[config.mk]
export PLATFORM = sky130hd
export DESIGN_NAME = framed_packet_parser_crc16
export DESIGN_NICKNAME = d
export VERILOG_FILES = /design/src/sv/fpp_pkg.sv /design/src/sv/fpp_parser.sv /design/src/sv/fpp_reply_tx.sv /design/src/sv/framed_packet_parser_crc16.sv
export SDC_FILE = /design/constraint.sdc
export NUM_CORES = 1
export LEC_CHECK = 0
export BUFFER_PORTS_ARGS = -buffer_cell sky130_fd_sc_hd__clkbuf_2
export CAP_MARGIN = 20
export CORE_MARGIN = 4
export CORE_UTILIZATION = 49
export DETAILED_ROUTE_END_ITERATION = 8
export PLACE_DENSITY = 0.71
export REMOVE_ABC_BUFFERS = 1
export SLEW_MARGIN = 20
export SYNTH_ARGS = -nofsm -noshare
export SYNTH_HDL_FRONTEND = slang
export SYNTH_SLANG_ARGS = --single-unit
[constraint.sdc]
create_clock -name clk -period 3.8 [get_ports clk]
set_input_delay 0.38 -clock clk [delete_from_list [all_inputs] [get_ports clk]]
set_output_delay 0.38 -clock clk [all_outputs]
set_load 0.03 [all_outputs]
[src/sv/fpp_pkg.sv]
// Shared definitions for the framed packet parser: frame constants, the CRC-16
// byte update, the reply byte table and the parser-to-transmitter request type.
// No dependencies.
package fpp_pkg;

    localparam logic [7:0]  HDR1_BYTE     = 8'h48;
    localparam logic [7:0]  HDR2_BYTE     = 8'h5A;
    localparam logic [7:0]  TAIL1_BYTE    = 8'hEE;
    localparam logic [7:0]  TAIL2_BYTE    = 8'hFF;
    localparam logic [7:0]  CMD_READ      = 8'h03;
    localparam logic [7:0]  CMD_CTRL      = 8'hC0;
    localparam logic [7:0]  ZERO_BYTE     = 8'h00;
    localparam logic [15:0] CRC_INIT      = 16'hFFFF;
    localparam logic [15:0] CRC_POLY      = 16'hA001;

    localparam logic [7:0]  ADDR_RESET    = 8'h02;
    localparam logic [7:0]  MAXLEN_RESET  = 8'd100;
    localparam logic [15:0] BYPASS_RESET  = 16'hAAAA;

    // Offset of the first data byte within the frame (header, address, length,
    // reserved byte come first).
    localparam logic [8:0]  DATA_START    = 9'd5;

    // Index of the final reply byte for each command.
    localparam logic [3:0]  LAST_IDX_READ = 4'd10;
    localparam logic [3:0]  LAST_IDX_CTRL = 4'd11;

    typedef struct packed {
        logic valid;
        logic is_ctrl;
    } reply_req_t;

    function automatic logic [15:0] crc_feed(input logic [15:0] crc, input logic [7:0] b);
        logic [15:0] c;
        c = crc ^ {8'h00, b};
        for (int k = 0; k < 8; k++) begin
            if (c[0])
                c = (c >> 1) ^ CRC_POLY;
            else
                c = c >> 1;
        end
        return c;
    endfunction

    // Reply payloads are fixed, so their CRCs are worked out at elaboration.
    localparam logic [15:0] CRC_REPLY_READ =
        crc_feed(crc_feed(CRC_INIT, CMD_READ), ZERO_BYTE);
    localparam logic [15:0] CRC_REPLY_CTRL =
        crc_feed(crc_feed(crc_feed(CRC_INIT, CMD_CTRL), ZERO_BYTE), ZERO_BYTE);

    function automatic logic [7:0] reply_byte(input logic is_ctrl, input logic [3:0] idx,
                                              input logic [7:0] addr);
        logic [7:0] r;
        r = ZERO_BYTE;
        if (is_ctrl) begin
            case (idx)
                4'd0:    r = HDR1_BYTE;
                4'd1:    r = HDR2_BYTE;
                4'd2:    r = addr;
                4'd3:    r = 8'h03;
                4'd5:    r = CMD_CTRL;
                4'd8:    r = CRC_REPLY_CTRL[15:8];
                4'd9:    r = CRC_REPLY_CTRL[7:0];
                4'd10:   r = TAIL1_BYTE;
                4'd11:   r = TAIL2_BYTE;
                default: r = ZERO_BYTE;
            endcase
        end else begin
            case (idx)
                4'd0:    r = HDR1_BYTE;
                4'd1:    r = HDR2_BYTE;
                4'd2:    r = addr;
                4'd3:    r = 8'h02;
                4'd5:    r = CMD_READ;
                4'd7:    r = CRC_REPLY_READ[15:8];
                4'd8:    r = CRC_REPLY_READ[7:0];
                4'd9:    r = TAIL1_BYTE;
                4'd10:   r = TAIL2_BYTE;
                default: r = ZERO_BYTE;
            endcase
        end
        return r;
    endfunction

endpackage

[src/sv/fpp_parser.sv]
// Frame parser: walks the receive frame one byte per cycle while no reply waits on
// tx_busy, checks the CRC and tail, and raises a reply request. Depends on fpp_pkg.
module fpp_parser (
    input  logic               clk,
    input  logic               rst_n,
    input  logic               item_valid,
    input  logic [7:0]         rx_byte,
    input  logic               timed_out,
    input  logic [7:0]         device_address,
    input  logic [7:0]         max_length,
    input  logic [15:0]        crc_bypass_code,
    input  logic               tx_busy,
    output logic               take,
    output fpp_pkg::reply_req_t req
);
    import fpp_pkg::*;

    typedef enum logic [9:0] {
        PH_IDLE  = 10'b0000000001,
        PH_HDR2  = 10'b0000000010,
        PH_ADDR  = 10'b0000000100,
        PH_LEN   = 10'b0000001000,
        PH_RES   = 10'b0000010000,
        PH_DATA  = 10'b0000100000,
        PH_CRCH  = 10'b0001000000,
        PH_CRCL  = 10'b0010000000,
        PH_TAIL1 = 10'b0100000000,
        PH_TAIL2 = 10'b1000000000
    } phase_t;

    phase_t      phase_reg, phase_next, phase_eff;
    logic [8:0]  byte_index_reg, byte_index_next, idx, frame_end;
    logic [7:0]  frame_length_reg, frame_length_next;
    logic [15:0] running_crc_reg, running_crc_next;
    logic [15:0] computed_crc_reg, computed_crc_next;
    logic [7:0]  crc_high_reg, crc_high_next;
    logic [7:0]  command_reg, command_next;
    logic [15:0] crc_seed, crc_upd, crc_rcvd;
    logic        cmd_known, fire_cond;

    always_comb
    begin
        phase_eff = timed_out ? PH_IDLE : phase_reg;
        idx       = (phase_eff == PH_IDLE) ? 9'd0 : byte_index_reg;
        frame_end = {1'b0, frame_length_reg} + DATA_START;
        crc_seed  = (phase_eff == PH_ADDR) ? CRC_INIT : running_crc_reg;
        crc_upd   = crc_feed(crc_seed, rx_byte);
        crc_rcvd  = {crc_high_reg, rx_byte};
        cmd_known = (command_reg == CMD_READ) || (command_reg == CMD_CTRL);
        fire_cond = (phase_eff == PH_TAIL2) && (rx_byte == TAIL2_BYTE) && cmd_known;
        // A byte that would start a second reply waits while the transmitter is busy.
        take      = item_valid && !(fire_cond && tx_busy);
        req.valid   = take && fire_cond;
        req.is_ctrl = (command_reg == CMD_CTRL);

        phase_next        = phase_reg;
        byte_index_next   = byte_index_reg;
        frame_length_next = frame_length_reg;
        running_crc_next  = running_crc_reg;
        computed_crc_next = computed_crc_reg;
        crc_high_next     = crc_high_reg;
        command_next      = command_reg;

        if (take) begin
            byte_index_next = idx + 9'd1;
            case (phase_eff)
                PH_IDLE:
                begin
                    phase_next = (rx_byte == HDR1_BYTE) ? PH_HDR2 : PH_IDLE;
                end
                PH_HDR2:
                begin
                    phase_next = (rx_byte == HDR2_BYTE) ? PH_ADDR : PH_IDLE;
                end
                PH_ADDR:
                begin
                    if (rx_byte == device_address) begin
                        running_crc_next = crc_upd;
                        phase_next       = PH_LEN;
                    end else begin
                        phase_next = PH_IDLE;
                    end
                end
                PH_LEN:
                begin
                    frame_length_next = rx_byte;
                    if (rx_byte > max_length) begin
                        phase_next = PH_IDLE;
                    end else begin
                        running_crc_next = crc_upd;
                        phase_next       = PH_RES;
                    end
                end
                PH_RES:
                begin
                    running_crc_next = crc_upd;
                    phase_next       = PH_DATA;
                end
                PH_DATA:
                begin
                    if (idx == DATA_START)
                        command_next = rx_byte;
                    // With a zero length the single data byte stays out of the CRC.
                    if (idx < frame_end)
                        running_crc_next = crc_upd;
                    if ((idx + 9'd1) >= frame_end) begin
                        computed_crc_next = (idx < frame_end) ? crc_upd : running_crc_reg;
                        phase_next        = PH_CRCH;
                    end
                end
                PH_CRCH:
                begin
                    crc_high_next = rx_byte;
                    phase_next    = PH_CRCL;
                end
                PH_CRCL:
                begin
                    if ((crc_rcvd == computed_crc_reg) || (crc_rcvd == crc_bypass_code))
                        phase_next = PH_TAIL1;
                    else
                        phase_next = PH_IDLE;
                end
                PH_TAIL1:
                begin
                    phase_next = (rx_byte == TAIL1_BYTE) ? PH_TAIL2 : PH_IDLE;
                end
                PH_TAIL2:
                begin
                    phase_next = PH_IDLE;
                end
                default:
                begin
                    phase_next = PH_IDLE;
                end
            endcase
        end
    end

    always_ff @(posedge clk or negedge rst_n)
    begin
        if (!rst_n) begin
            phase_reg        <= PH_IDLE;
            byte_index_reg   <= 9'd0;
            frame_length_reg <= 8'd0;
            running_crc_reg  <= CRC_INIT;
            computed_crc_reg <= 16'd0;
            crc_high_reg     <= 8'd0;
        end else begin
            phase_reg        <= phase_next;
            byte_index_reg   <= byte_index_next;
            frame_length_reg <= frame_length_next;
            running_crc_reg  <= running_crc_next;
            computed_crc_reg <= computed_crc_next;
            crc_high_reg     <= crc_high_next;
        end
    end

    always_ff @(posedge clk)
    begin
        command_reg <= command_next;
    end

endmodule

[src/sv/fpp_reply_tx.sv]
// Reply transmitter: serializes the fixed reply frame into the output register,
// one byte per free output slot. Depends on fpp_pkg.
module fpp_reply_tx (
    input  logic                clk,
    input  logic                rst_n,
    input  fpp_pkg::reply_req_t req,
    input  logic [7:0]          device_address,
    input  logic                out_stall,
    output logic                busy,
    output logic                out_valid,
    output logic [7:0]          tx_byte,
    output logic                last
);
    import fpp_pkg::*;

    logic       busy_reg, busy_next;
    logic       is_ctrl_reg, is_ctrl_next;
    logic [3:0] count_reg, count_next;
    logic       out_vld_reg, out_vld_next;
    logic [7:0] tx_byte_reg, tx_byte_next;
    logic       last_reg, last_next;
    logic       slot_free, at_last;

    always_comb
    begin
        slot_free    = !out_vld_reg || !out_stall;
        at_last      = count_reg == (is_ctrl_reg ? LAST_IDX_CTRL : LAST_IDX_READ);
        busy_next    = busy_reg;
        is_ctrl_next = is_ctrl_reg;
        count_next   = count_reg;
        out_vld_next = out_vld_reg;
        tx_byte_next = tx_byte_reg;
        last_next    = last_reg;

        if (slot_free) begin
            out_vld_next = busy_reg;
            if (busy_reg) begin
                tx_byte_next = reply_byte(is_ctrl_reg, count_reg, device_address);
                last_next    = at_last;
                count_next   = count_reg + 4'd1;
                if (at_last)
                    busy_next = 1'b0;
            end
        end

        if (req.valid) begin
            busy_next    = 1'b1;
            is_ctrl_next = req.is_ctrl;
            count_next   = 4'd0;
        end
    end

    always_ff @(posedge clk or negedge rst_n)
    begin
        if (!rst_n) begin
            busy_reg    <= 1'b0;
            is_ctrl_reg <= 1'b0;
            count_reg   <= 4'd0;
            out_vld_reg <= 1'b0;
            tx_byte_reg <= 8'd0;
            last_reg    <= 1'b0;
        end else begin
            busy_reg    <= busy_next;
            is_ctrl_reg <= is_ctrl_next;
            count_reg   <= count_next;
            out_vld_reg <= out_vld_next;
            tx_byte_reg <= tx_byte_next;
            last_reg    <= last_next;
        end
    end

    assign busy      = busy_reg;
    assign out_valid = out_vld_reg;
    assign tx_byte   = tx_byte_reg;
    assign last      = last_reg;

endmodule

[src/sv/framed_packet_parser_crc16.sv]
// Framed packet parser with CRC-16/Modbus check and fixed reply generator.
// A received byte is parsed from the input register; an accepted tail byte sets
// the transmitter busy, which loads the first reply byte into the output register.
// Per cycle: one byte in unless in_stall, one reply byte out unless out_stall.
// Reset (rst_n, asynchronous, active low) sets the parser to idle, the CRC to
// 0xFFFF and the registers to address 2, max length 100, bypass code 0xAAAA.
module framed_packet_parser_crc16 (
    input  logic        clk,
    input  logic        rst_n,
    input  logic        in_valid,
    output logic        in_stall,
    input  logic [7:0]  rx_byte,
    input  logic        timed_out,
    output logic        out_valid,
    input  logic        out_stall,
    output logic [7:0]  tx_byte,
    output logic        last,
    input  logic        cfg_write,
    input  logic [1:0]  cfg_index,
    input  logic [15:0] cfg_data
);
    import fpp_pkg::*;

    // Register indexes of the configuration port.
    localparam logic [1:0] CFG_DEVICE_ADDRESS = 2'd0;
    localparam logic [1:0] CFG_MAX_LENGTH     = 2'd1;
    localparam logic [1:0] CFG_CRC_BYPASS     = 2'd2;

    logic [7:0]  device_address_reg;
    logic [7:0]  max_length_reg;
    logic [15:0] crc_bypass_reg;

    // Input register: holds one request until the parser takes it.
    logic        in_vld_reg, in_vld_next;
    logic [7:0]  in_byte_reg, in_byte_next;
    logic        in_to_reg, in_to_next;

    logic        take;
    logic        tx_busy;
    reply_req_t  req;

    always_ff @(posedge clk or negedge rst_n)
    begin
        if (!rst_n) begin
            device_address_reg <= ADDR_RESET;
            max_length_reg     <= MAXLEN_RESET;
            crc_bypass_reg     <= BYPASS_RESET;
        end else if (cfg_write) begin
            case (cfg_index)
                CFG_DEVICE_ADDRESS: device_address_reg <= cfg_data[7:0];
                CFG_MAX_LENGTH:     max_length_reg     <= cfg_data[7:0];
                CFG_CRC_BYPASS:     crc_bypass_reg     <= cfg_data;
                default:            ;
            endcase
        end
    end

    // The input side only stalls while a held byte cannot be parsed, which
    // happens when it would start a reply while the previous one is still going.
    assign in_stall = in_vld_reg && !take;

    always_comb
    begin
        in_vld_next  = in_vld_reg;
        in_byte_next = in_byte_reg;
        in_to_next   = in_to_reg;
        if (!in_stall) begin
            in_vld_next  = in_valid;
            in_byte_next = rx_byte;
            in_to_next   = timed_out;
        end
    end

    always_ff @(posedge clk or negedge rst_n)
    begin
        if (!rst_n) begin
            in_vld_reg  <= 1'b0;
            in_byte_reg <= 8'd0;
            in_to_reg   <= 1'b0;
        end else begin
            in_vld_reg  <= in_vld_next;
            in_byte_reg <= in_byte_next;
            in_to_reg   <= in_to_next;
        end
    end

    fpp_parser u_parser (
        .clk             (clk),
        .rst_n           (rst_n),
        .item_valid      (in_vld_reg),
        .rx_byte         (in_byte_reg),
        .timed_out       (in_to_reg),
        .device_address  (device_address_reg),
        .max_length      (max_length_reg),
        .crc_bypass_code (crc_bypass_reg),
        .tx_busy         (tx_busy),
        .take            (take),
        .req             (req)
    );

    fpp_reply_tx u_reply_tx (
        .clk            (clk),
        .rst_n          (rst_n),
        .req            (req),
        .device_address (device_address_reg),
        .out_stall      (out_stall),
        .busy           (tx_busy),
        .out_valid      (out_valid),
        .tx_byte        (tx_byte),
        .last           (last)
    );

    // A reply request never arrives while a reply is still being sent.
    assert property (@(posedge clk) disable iff (!rst_n) req.valid |-> !tx_busy)
        else $error("reply request while transmitter busy");

    // The final reply byte is always the closing tail byte.
    assert property (@(posedge clk) disable iff (!rst_n) (out_valid && last) |-> tx_byte == TAIL2_BYTE)
        else $error("last flag on a byte other than the tail");

    // A reply request leads to a busy transmitter in the next cycle.
    assert property (@(posedge clk) disable iff (!rst_n) req.valid |=> tx_busy)
        else $error("reply request was dropped");

    // Stall is only raised while the parser blocks on a busy transmitter.
    assert property (@(posedge clk) disable iff (!rst_n) in_stall |-> (in_vld_reg && tx_busy))
        else $error("input stalled without cause");

endmodule
==> Word level (Yosys, flattened, before mapping) <==
Index checks and enable logic that the tools add are counted.
{ "word_totals": {"register_bits": 133, "latch_bits": 0, "ramBits": 0, "mem_bits_ro": 0, "inputBits": 32, "memories": 0} }
{ "op_classes": {"n_addsub": 3, "multipliers": 0, "div_mod_pow": 0, "n_lt_le_gt_ge": 3, "eq_ne": 35, "shifts": 0, "muxes": 34, "bitwise_logic": 9, "n_reduce_logical": 29} }
{ "ops": {"columns": ["operator", "n"], "rows": [
  ["16-bit two-way mux", 12],
  ["8-bit one-hot mux with 9 select lines", 2],
  ["10-bit one-hot mux with 9 select lines", 1],
  ["16-bit one-hot mux with 4 select lines", 1],
  ["16-bit equality test", 2],
  ["10-bit two-way mux", 3],
  ["8-bit equality test, second input constant", 3],
  ["2-bit inverter with 3-bit output", 8],
  ["9-bit two-way mux", 2],
  ["4-bit equality test, second input constant", 4],
  ["8-bit by 7-bit equality test with 1-bit output, second input constant", 2],
  ["4-bit two-way mux", 4],
  ["2-bit AND reduction", 8],
  ["16-bit by 8-bit XOR with 16-bit output", 1],
  ["10-bit by 1-bit equality test with 1-bit output, second input constant", 1],
  ["10-bit equality test, second input constant", 1],
  ["10-bit by 2-bit equality test with 1-bit output, second input constant", 1],
  ["10-bit by 3-bit equality test with 1-bit output, second input constant", 1],
  ["10-bit by 4-bit equality test with 1-bit output, second input constant", 1],
  ["10-bit by 5-bit equality test with 1-bit output, second input constant", 1],
  ["10-bit by 6-bit equality test with 1-bit output, second input constant", 1],
  ["10-bit by 7-bit equality test with 1-bit output, second input constant", 1],
  ["10-bit by 8-bit equality test with 1-bit output, second input constant", 1],
  ["10-bit by 9-bit equality test with 1-bit output, second input constant", 1],
  ["31 further kinds", 50]
]} }

==> Depth between registers and ports, before layout <==
Gate-level depths: netlist of run 1.
{ "logic_depth": {"word_depth": 22, "depth_mapped": 19, "mapped_depth_nobuf": 16} }

==> Modules after synthesis <==
A second synthesis of run 1 with hierarchy kept.
{ "unflattened": {"hier_cells": 734, "area_unflattened_um2": 7961.4} }
{ "modules_own_cells": {"columns": ["module", "instances", "cells_per_inst", "area_per_inst_um2", "seq_area_each_um2"], "rows": [
  ["fpp_parser", 1, 519, 5242.5, 1938.1],
  ["framed_packet_parser_crc16", 1, 90, 1606.5, 1066.0],
  ["fpp_reply_tx", 1, 125, 1112.3, 400.4]
]} }

==> Worst setup path before layout of run 1 <==
No wires, ideal clock.
{ "synth_timing": {"path_kind": "register to register", "start": "register u_parser.phase_reg[3]", "end": "register u_parser.computed_crc_reg[12]", "setup_time_ns": 0.136, "t_arrival_ns": 3.437, "t_required_ns": 3.664, "slack_ns": 0.227, "stages_incl_launch_ff": 18, "path_buffers": 3, "period_less_slack_ns": 3.573, "path_cell_list": "dfrtp_1 -> clkbuf_1 -> nor4_1 -> a31oi_1 -> clkbuf_1 -> and2_1 -> ha_1 -> and3_1 -> nand4_1 -> xnor2_1 -> ha_1 -> o2111ai_1 -> o211a_1 -> o21bai_1 -> nand3_1 -> clkbuf_1 -> nand2_1 -> o21ai_0"} }
{ "synth_via": {"elab_chain_cells": 15, "elab_cells_between_ends": 33, "classes_between": "1 x add/sub; 2 x order compare; 4 x eq/ne; 12 x mux; 8 x bitwise; 6 x reduce/logical"} }
{ "synth_rtl": {"columns": ["item", "line", "rtl"], "rows": [
  ["start: declaration", "fpp_parser.sv:31", "phase_t phase_reg, phase_next, phase_eff;"],
  ["start signal: assignment", "fpp_parser.sv:149", "phase_reg <= phase_next;"],
  ["10-bit two-way mux *", "fpp_parser.sv:43", "phase_eff = timed_out ? PH_IDLE : phase_reg;"],
  ["parallel branches: the longest is 14 deep, another holds 9-bit by 1-bit adder with 9-bit output", null, null],
  ["end signal: assignment", "fpp_parser.sv:153", "computed_crc_reg <= computed_crc_next;"],
  ["end: declaration", "fpp_parser.sv:35", "logic [15:0] computed_crc_reg, computed_crc_next;"]
]} }
Every way passes the cells marked *.
A chain may end at the register's enable or synchronous reset.

==> Final worst setup path of run 1 <==
{ "layout_timing": {"start": "register u_parser.phase_reg[9]", "end": "register u_parser.phase_reg[2]"} }
{ "layout_via": {"elab_chain_cells": 8, "elab_cells_between_ends": 22, "classes_between": "1 x add/sub; 1 x order compare; 11 x eq/ne; 3 x mux; 6 x reduce/logical"} }
{ "layout_rtl": {"columns": ["item", "line"], "rows": [
  ["10-bit two-way mux *", "fpp_parser.sv:43"],
  ["parallel branches: the longest is 7 deep, another holds 9-bit by 1-bit adder with 9-bit output", null]
]} }
Marked as above.

==> impl_metrics.json, run 1 <==
{
  "outcome": "finished, final reports clean",
  "globalRouteTotalUtil_pct": 21.2,
  "port_bufs": 42,
  "initial_utilization_pct": 50.7,
  "finalSetupViolCount": 0,
  "synth.yosys.seq_area_share_pct": 43.5,
  "post-route-period-util_pct": 93.7,
  "routabilityCongestion": 0.889,
  "num-nets-final": 845,
  "route.detailed.wl_per_inst_um": 18.4,
  "regToRegStartpoint": "u_parser.phase_reg[9]",
  "number_of_global_route_vias_before_repair": 5935,
  "firstDrtPassIters": 7,
  "via_count": 5688,
  "share_of_post_route_cells_with_drive_strength_above_1_pct": 27.0,
  "min_path_type": "primary input to asynchronous set/reset pin",
  "post_synth_num_cell_types": 75,
  "critPathKind": "flip-flop to flip-flop",
  "netlist_top_cells_area": "sky130_fd_sc_hd__dfrtp_1 (31%), sky130_fd_sc_hd__dfstp_2 (9.7%), sky130_fd_sc_hd__mux2_2 (7.6%), sky130_fd_sc_hd__xnor2_1 (7.6%), sky130_fd_sc_hd__ha_1 (5.3%)",
  "grt_max_degree": 65,
  "synth.top_cells.by_count": "sky130_fd_sc_hd__dfrtp_1 (96), sky130_fd_sc_hd__nand2_1 (77), sky130_fd_sc_hd__xnor2_1 (68), sky130_fd_sc_hd__mux2_2 (53), sky130_fd_sc_hd__o21ai_0 (45)",
  "die-height_um": 134,
  "vdd_ir_drop_max_uv": 504,
  "final_hold_viol_count": 0,
  "drcViolationCount": 0,
  "grt_overflow_total": 0,
  "ctsRootBufferMaster": "sky130_fd_sc_hd__clkbuf_16",
  "fin_skew_ns": 0.00756,
  "cp-start-kind": "flip-flop",
  "die-area_mm2": 0.0181,
  "post_synthesis_cells": 736,
  "place_hpwl_mm": 13.1,
  "floorplan.core_area_mm2": 0.0154,
  "syn_avg_cell_area_um2": 10.6,
  "layout_min_cycle_time_ns": 3.56,
  "tightestPinTransition_ns": 1.16,
  "timing.hold.ws_ns": 0.0450,
  "ys_ff_latch": 133,
  "post-synth-top-count-cell": "sky130_fd_sc_hd__dfrtp_1",
  "slew_viol_final": 0,
  "cts_hold_buffers": 0,
  "clock_insertion_delay_worst_skew_ns": 0.42,
  "avgViaCountPerCell": 5.67,
  "boundaryPins": 43,
  "ys_async_sr_fraction_pct": 94.0,
  "grt_antenna_before_repair": 0,
  "worst_setup_path_startpoint": "u_parser.phase_reg[9]",
  "numCtsBuffers": 17,
  "synth_edf_count": 8,
  "p_per_area_mw_per_mm2": 400,
  "synth.top_cell.area_share_pct": 30.7,
  "post_cts.repair.setup_buffers": 0,
  "synthesis.yosys.warnings": 0,
  "p_leak_nw": 3.84,
  "clk_path_buf_depth": 2,
  "cp_data_required_time_ns": 4.10,
  "count_of_h_tree_levels_built_during_cts": 4,
  "slew-limit-headroom_pct": 22.7,
  "netlist_area_mm2": 0.00783,
  "routed_wirelength_mm": 18.4,
  "grt_pass1_wl_mm": 30.4,
  "placement_rows": 45,
  "synth-main-ff-cell": "sky130_fd_sc_hd__dfrtp_1",
  "final_antenna_net_count": 0,
  "fmax_mhz": 281,
  "antenna_cells": 0,
  "cp_max_fo": 16,
  "worst_setup_hold_path_clk_slew_ns": 0.06,
  "element_type_at_the_critical_path_end": "flip-flop",
  "chipWidth_um": 134,
  "final_core_util_pct": 57.5,
  "cts.sinks": 133,
  "synth_area_leader_cell": "sky130_fd_sc_hd__dfrtp_1",
  "max-cap-violations": 0,
  "cts_tree": "done",
  "area_delta_synth_final_pct": 13.3,
  "detail_route.iter0.violations": 413,
  "arrival_worst_endpoint_ns": 3.85,
  "unrepaired_setup_endpoints_after_global_routing": "false"
}
[where the power goes]
part	internal (W)	switching [W]	total (W)	leakage [nW]
Sequential	0.00152	0.0000783	0.00160	1.63
Combinational	0.000188	0.000186	0.000375	1.92
Clock	0.000952	0.000616	0.00157	0.283
[logic make-up (layout without fill, tap and decap cells)]
group           count (synthesis)  count (layout)  share of synthesized area [%]
flops                         133             133                           43.5
buf+inv                        53             110                           3.36
xor+xnor                       93              93                           11.5
compound gates                119             119                           9.53
mux                            79              79                           11.6
simple gates                  226             226                           15.2
fa+ha+maj                      33              33                           5.28
[layer usage]
layer  track usage, %  up-vias  share of wire (%)
li1                 -     2687                  -
met1             28.7     2809                 45
met2             34.4      163                 48
met3             4.69       29                4.9
met4             6.11        0                1.7
met5                0        -                  0
[what timing repair did]
action                                  4_1_cts  5_1_grt
endpoints found under the setup margin        1       25
pin swaps                                     0        1
gates resized for setup                       1        9
cloned                                        0        0
[critical path: stages (launching register included)]
cell                        delay [ns]
sky130_fd_sc_hd__dfrtp_1          0.47
sky130_fd_sc_hd__nor4_4           0.31
sky130_fd_sc_hd__a31oi_2          0.19
sky130_fd_sc_hd__nand2_1          0.13
sky130_fd_sc_hd__inv_1            0.09
sky130_fd_sc_hd__ha_1             0.24
sky130_fd_sc_hd__and3_1           0.23
sky130_fd_sc_hd__nand4_1          0.16
sky130_fd_sc_hd__xnor2_1          0.09
sky130_fd_sc_hd__ha_1             0.32
sky130_fd_sc_hd__o2111ai_1        0.14
sky130_fd_sc_hd__o211a_1          0.26
sky130_fd_sc_hd__o21bai_4         0.18
sky130_fd_sc_hd__o21ai_2          0.07
sky130_fd_sc_hd__buf_4            0.20
sky130_fd_sc_hd__o41ai_1          0.35
[area by class of cell]
cell class | instances | area, um^2
Clock buffer | 21 | 470
Multi-Input combinational cell | 550 | 4190
Fill cell | 1326 | 6560
Sequential cell | 133 | 3410
Clock inverter | 11 | 101
Tap cell | 211 | 264
Inverter | 19 | 71.3
Timing Repair Buffer | 59 | 353
[per-stage QoR]
| stage | setup TNS (ns) | power, W | area, um^2 | setup slack [ns] | std cells |
|---|---|---|---|---|---|
| 2_1_floorplan | -0.641 | 0.00185 | 7630 | -0.0472 | 702 |
| 3_3_place_gp | 0 | 0.00197 | 8250 | 0.266 | 972 |
| 3_5_place_dp | -0.00121 | 0.00199 | 8250 | -0.00121 | 972 |
| 4_1_cts | 0 | 0.00357 | 8830 | 0.0607 | 1004 |
| 5_1_grt | 0 | 0.00369 | 8860 | 0.00676 | 1004 |
| 6_report | 0 | 0.00354 | 8860 | 0.241 | 1004 |
[cell usage in the layout, fill, tap and decap left out, drive strengths merged, types with 3 or more instances in the layout]
| master | synthesis | routed |
|---|---|---|
| a21oi | 20 | 20 |
| mux2 | 63 | 63 |
| dfstp | 29 | 29 |
| a21o | 8 | 8 |
| nor2 | 42 | 42 |
| nor2b | 4 | 4 |
| nand3 | 14 | 14 |
| o2111ai | 6 | 6 |
| nand2 | 79 | 79 |
| dfrtp | 96 | 96 |
| nor3 | 10 | 10 |
| buf | 17 | 18 |
| o31ai | 5 | 5 |
| mux2i | 16 | 16 |
| and2 | 11 | 11 |
| ha | 33 | 33 |
| inv | 18 | 19 |
| nor4 | 11 | 11 |
| nand3b | 5 | 5 |
| nand2b | 14 | 14 |
| a31oi | 6 | 6 |
| and4 | 3 | 3 |
| clkbuf | 17 | 62 |
| clkinv | 1 | 9 |
| nand4 | 12 | 12 |
| xor2 | 20 | 20 |
| nand4b | 3 | 3 |
| o21ai | 50 | 50 |
| edfxtp | 8 | 8 |
| xnor2 | 70 | 70 |
| a211oi | 6 | 6 |
| or2 | 6 | 6 |
| and3 | 4 | 4 |
[final timing paths]
kind	end	slack, ns	depth (start not counted)
setup / recovery	u_parser.phase_reg[2]	0.24	15
hold / removal	max_length_reg[4]	0.05	1
setup reg to reg	u_parser.phase_reg[2]	0.24	15
hold reg to reg	u_reply_tx.last	0.48	2
max in group asynchronous	u_parser.running_crc_reg[0]	2.91	2
min in group clk	in_byte_reg[4]	0.15	2
No activity file was read; power rests on OpenSTA's default activity.
==> run 2, diff against run 1 <==
CORE_UTILIZATION = 30   (was 49)
MAX_ROUTING_LAYER = met4   (was not set)
PLACE_DENSITY = 0.49   (was 0.71)
==> impl_metrics.json, run 2 (synthesis gave the netlist of run 1 again) <==
{
  "outcome": "finished, final reports clean",
  "cts_tree": "done",
  "globalRouteTotalUtil_pct": 14.8,
  "net-switching-power_w": 0.000959,
  "timing.hold.ws_ns": 0.0569,
  "die-area_mm2": 0.0287,
  "cp_data_required_time_ns": 4.11,
  "worst_path_max_delay_cell": "sky130_fd_sc_hd__dfstp_2",
  "initial_utilization_pct": 30.8,
  "clk_path_buf_depth": 2,
  "critPathKind": "flip-flop to flip-flop",
  "worst_setup_hold_path_clk_slew_ns": 0.07,
  "slew-limit-headroom_pct": 42.1,
  "num-nets-final": 849,
  "unrepaired_setup_endpoints_after_global_routing": "false",
  "finalSetupViolCount": 0,
  "fmax_mhz": 287,
  "slew_viol_final": 0,
  "power_report.internal_total_w": 0.00262,
  "drcViolationCount": 0,
  "post-route-period-util_pct": 91.6,
  "crit_path_cells": "nor2b_1 -> a31oi_4 -> nand2_1 -> inv_1 -> ha_1 -> and3_1 -> nand4_1 -> xnor2_1 -> ha_1 -> o2111ai_1 -> o211a_1 -> o21bai_2 -> o21ai_2 -> buf_4 -> o41ai_1",
  "p_seq_share_pct": 44.6,
  "share_of_post_route_cells_with_drive_strength_above_1_pct": 26.9,
  "avgViaCountPerCell": 4.86,
  "chipWidth_um": 170,
  "routed_wirelength_mm": 19.5,
  "critical_path.most_common_cell": "sky130_fd_sc_hd__ha_1",
  "post_cts_resized": 0,
  "layout_min_cycle_time_ns": 3.48,
  "ctsRootBufferMaster": "sky130_fd_sc_hd__clkbuf_16",
  "grt_antenna_before_repair": 0,
  "clock_insertion_delay_worst_skew_ns": 0.42,
  "grt_pass1_wl_mm": 32.4,
  "count_of_h_tree_levels_built_during_cts": 4,
  "boundaryPins": 43,
  "numCtsBuffers": 17,
  "port_bufs": 42,
  "vdd_ir_drop_max_uv": 290,
  "number_of_global_route_vias_before_repair": 5743,
  "p_per_area_mw_per_mm2": 396,
  "switching_share_pct": 26.8,
  "layout.cells.most_common_list": "sky130_fd_sc_hd__dfrtp_1 (96), sky130_fd_sc_hd__nand2_1 (77), sky130_fd_sc_hd__xnor2_1 (68), sky130_fd_sc_hd__mux2_2 (53), sky130_fd_sc_hd__o21ai_0 (45)",
  "antenna_cells": 0,
  "cts_hold_buffers": 0,
  "min_path_type": "primary input to asynchronous set/reset pin",
  "die-height_um": 170,
  "element_type_at_the_critical_path_end": "flip-flop",
  "post_cts.repair.setup_buffers": 0,
  "floorplan.core_area_mm2": 0.0254,
  "firstDrtPassIters": 5,
  "placed_insts": 1095,
  "cp-start-kind": "flip-flop",
  "final_hold_viol_count": 0,
  "max-cap-violations": 0,
  "placement_rows": 58,
  "clockPowerShare_pct": 45.1,
  "critPathBufInv": 2,
  "layout_commonest_cell": "sky130_fd_sc_hd__dfrtp_1",
  "cts.sinks": 133,
  "grt_max_degree": 62,
  "report.power.total_w": 0.00358,
  "p_leak_nw": 3.84,
  "cp_max_fo": 16,
  "final_cells": 1127,
  "detail_route.iter0.violations": 284,
  "cpLargestDelayFamily": "compound AO/OA/AOI/OAI gates",
  "fin_skew_ns": 0.0123,
  "fillerInstances": 2585,
  "tightestPinTransition_ns": 0.866,
  "p_comb_share_pct": 10.2,
  "route.detailed.wl_per_inst_um": 17.3,
  "final_antenna_net_count": 0,
  "place_hpwl_mm": 14.1,
  "routabilityCongestion": 0.838,
  "max_stage_delay_ns": 0.57,
  "grt_overflow_total": 0,
  "area_delta_synth_final_pct": 15.3,
  "arrival_worst_endpoint_ns": 3.79,
  "via_count": 5472
}
==> run 2: routing by layer <==
metal,up-vias,wire length [um],GRT usage (%)
li1,2699,-,-
met4,0,229,3.57
met1,2673,9820,20.7
met2,80,8920,22.2
met5,-,0,-
met3,20,490,2.77
==> run 2: through the flow <==
step | cell area [um^2] | TNS (ns) | setup slack, ns | utilization [%]
finish | 9020 | 0 | 0.319 | 35.5
global route | 9020 | 0 | 0.0210 | 35.5
CTS | 9000 | 0 | 0.144 | 35.4
detailed placement | 8420 | 0 | 0.161 | 33.1
global placement | 8420 | 0 | 0.212 | 33.1
floorplan | 7630 | -0.641 | -0.0472 | -
==> run 2: path summary, 6_finish.rpt <==
kind	from	endpoint	slack, ns	cells after the start
max in group asynchronous	rst_n	u_parser.phase_reg[0]	2.83	2
max	u_parser.phase_reg[0]	u_parser.phase_reg[2]	0.32	15
min reg2reg	u_reply_tx.tx_byte[1]	u_reply_tx.tx_byte[1]	0.48	2
max reg2reg	u_parser.phase_reg[0]	u_parser.phase_reg[2]	0.32	15
min in group clk	rx_byte[6]	in_byte_reg[6]	0.14	2
min	rst_n	u_reply_tx.tx_byte[1]	0.06	1
==> run 2: area by class of cell <==
cell class | count | area, um^2 | area share, %
clock inverters | 13 | 115 | 1.28
flip-flops and latches | 133 | 3400 | 37.7
clock buffers | 19 | 464 | 5.14
multi-input cells | 550 | 4180 | 46.4
inverters | 19 | 71.3 | 0.790
repair buffers | 63 | 370 | 4.10
well taps | 330 | 413 | 4.58
==> run 2: power by group through the flow <==
stage	Clock, W	Combinational, W	Sequential, W
after global routing	0.00171	0.000416	0.00161
final	0.00161	0.000365	0.00160
after global placement	0	0.000367	0.00162
after floorplan	0	0.000251	0.00160
after CTS	0.00165	0.000372	0.00160
after detailed placement	0	0.000369	0.00162
==> run 3, diff against run 2 <==
PLACE_DENSITY = 0.44   (was 0.49)
==> impl_metrics.json, run 3 (synthesis gave the netlist of run 1 again) <==
{
  "slew_viol_final": 0,
  "routabilityCongestion": 0.838,
  "via_count": 5533,
  "chipWidth_um": 170,
  "placement_rows": 58,
  "layout_commonest_cell": "sky130_fd_sc_hd__dfrtp_1",
  "cts_hold_buffers": 0,
  "antenna_cells": 0,
  "slew-limit-headroom_pct": 39.0,
  "numCtsBuffers": 17,
  "detail_route.iter0.violations": 262,
  "crit_path_cells": "nor4_4 -> a31oi_2 -> nand2_1 -> inv_1 -> ha_1 -> and3_1 -> nand4_1 -> xnor2_1 -> ha_1 -> o2111ai_1 -> o211a_1 -> o21bai_2 -> o21ai_2 -> buf_4 -> o41ai_1",
  "cts_tree": "done",
  "grt_antenna_before_repair": 0,
  "boundaryPins": 43,
  "tightestPinTransition_ns": 0.912,
  "floorplan.core_area_mm2": 0.0254,
  "share_of_post_route_cells_with_drive_strength_above_1_pct": 27.1,
  "area_delta_synth_final_pct": 15.9,
  "final_core_util_pct": 35.7,
  "clock_insertion_delay_worst_skew_ns": 0.42,
  "critPathBufInv": 2,
  "globalRouteTotalUtil_pct": 15.0,
  "place_hpwl_mm": 14.9,
  "cp_max_fo": 16,
  "route.detailed.wl_per_inst_um": 18.0,
  "unrepaired_setup_endpoints_after_global_routing": "false",
  "grt_max_degree": 66,
  "layout.cells.most_common_list": "sky130_fd_sc_hd__dfrtp_1 (94), sky130_fd_sc_hd__nand2_1 (77), sky130_fd_sc_hd__xnor2_1 (68), sky130_fd_sc_hd__mux2_2 (53), sky130_fd_sc_hd__o21ai_0 (45)",
  "outcome": "finished, final reports clean",
  "avgViaCountPerCell": 4.91,
  "clk_path_buf_depth": 2,
  "firstDrtPassIters": 7,
  "p_per_area_mw_per_mm2": 408,
  "routed_wirelength_mm": 20.2,
  "fin_skew_ns": 0.0107,
  "initial_utilization_pct": 30.8,
  "layout_min_cycle_time_ns": 3.47,
  "post_cts.repair.setup_buffers": 0,
  "timing.reg2reg.worst_path_depth": 15,
  "cpLargestDelayFamily": "compound AO/OA/AOI/OAI gates",
  "post-route-period-util_pct": 91.2,
  "worst_path_max_delay_cell": "sky130_fd_sc_hd__dfrtp_1",
  "cts.sinks": 133,
  "p_leak_nw": 3.87,
  "critPathKind": "flip-flop to flip-flop",
  "element_type_at_the_critical_path_end": "flip-flop",
  "max-cap-violations": 0,
  "finalSetupTns_ns": 0,
  "num-nets-final": 848,
  "worst_setup_hold_path_clk_slew_ns": 0.06,
  "number_of_global_route_vias_before_repair": 5786,
  "max_stage_delay_ns": 0.47,
  "fmax_mhz": 289,
  "finalSetupViolCount": 0,
  "final_antenna_net_count": 0,
  "count_of_h_tree_levels_built_during_cts": 4,
  "cp-start-kind": "flip-flop",
  "vdd_ir_drop_max_uv": 249,
  "port_bufs": 42,
  "die-area_mm2": 0.0287,
  "arrival_worst_endpoint_ns": 3.78,
  "grt_overflow_total": 0,
  "drcViolationCount": 0,
  "die-height_um": 170,
  "grt_pass1_wl_mm": 32.6,
  "post_cts_resized": 0,
  "critical_path.most_common_cell": "sky130_fd_sc_hd__ha_1",
  "final_hold_viol_count": 0,
  "ctsRootBufferMaster": "sky130_fd_sc_hd__clkbuf_16",
  "cp_data_required_time_ns": 4.11,
  "cp.depth": 15,
  "min_path_type": "primary input to asynchronous set/reset pin"
}
==> run 3: cell count changes in the layout (fill, tap and decap cells not counted), sizes merged <==
cell / delta
buf: -1
bufinv: +2
clkbuf: -1
clkinv: +1
clkinvlp: -4
inv: +2
==> run 3: final timing paths <==
| path | startpoint | slack [ns] | to |
|---|---|---|---|
| min in group clk | rx_byte[6] | 0.15 | in_byte_reg[6] |
| worst min register to register | u_reply_tx.tx_byte[0] | 0.48 | u_reply_tx.tx_byte[0] |
| max in group asynchronous | rst_n | 2.87 | u_parser.phase_reg[0] |
| worst min-delay path | rst_n | 0.05 | crc_bypass_reg[4] |
| worst max-delay path | u_parser.phase_reg[1] | 0.33 | u_parser.phase_reg[2] |
| worst max register to register | u_parser.phase_reg[1] | 0.33 | u_parser.phase_reg[2] |
==> run 3: stage by stage <==
stage | area [um^2] | power, W | setup WS (ns) | hold slack, ns | std cells
2_1_floorplan | 7630 | 0.00185 | -0.0472 | 0.0844 | 702
3_3_place_gp | 8420 | 0.00199 | 0.171 | 0.468 | 1094
3_5_place_dp | 8420 | 0.00201 | 0.0922 | 0.478 | 1094
4_1_cts | 9030 | 0.00375 | 0.0700 | 0.0767 | 1126
5_1_grt | 9070 | 0.00387 | 0.0128 | 0.110 | 1126
6_report | 9070 | 0.00370 | 0.335 | 0.0487 | 1126
==> run 3: layer usage <==
layer / share of wire, % / vias up / track usage (%)
met5: 0 / - / -
met4: 1.5 / 0 / 4.27
met3: 3.2 / 22 / 2.77
met2: 47 / 100 / 23.1
met1: 48 / 2721 / 20.4
li1: - / 2690 / -
==> run 3: cell type report <==
cell class / instances / area, um^2
fillers: 2546 / 16300
multi-input cells: 550 / 4190
flip-flops and latches: 133 / 3410
clock buffers: 18 / 450
well taps: 330 / 413
repair buffers: 62 / 375
clock inverters: 14 / 161
inverters: 19 / 71.3
==> run 3: worst reg2reg max path: stages (launching register included) <==
cell and delay, ns:
sky130_fd_sc_hd__dfrtp_1 0.47, sky130_fd_sc_hd__nor4_4 0.07, sky130_fd_sc_hd__a31oi_2 0.28, sky130_fd_sc_hd__nand2_1 0.12, sky130_fd_sc_hd__inv_1 0.14, sky130_fd_sc_hd__ha_1 0.22
sky130_fd_sc_hd__and3_1 0.23, sky130_fd_sc_hd__nand4_1 0.19, sky130_fd_sc_hd__xnor2_1 0.18, sky130_fd_sc_hd__ha_1 0.31, sky130_fd_sc_hd__o2111ai_1 0.12, sky130_fd_sc_hd__o211a_1 0.23
sky130_fd_sc_hd__o21bai_2 0.20, sky130_fd_sc_hd__o21ai_2 0.06, sky130_fd_sc_hd__buf_4 0.20, sky130_fd_sc_hd__o41ai_1 0.33
==> run 3: where the power goes <==
| group | internal, W | switching (W) | total, W |
|---|---|---|---|
| clock | 0.00102 | 0.000698 | 0.00172 |
| combinational | 0.000188 | 0.000192 | 0.000380 |
| sequential | 0.00152 | 0.0000739 | 0.00160 |
| total | 0.00273 | 0.000963 | 0.00370 |
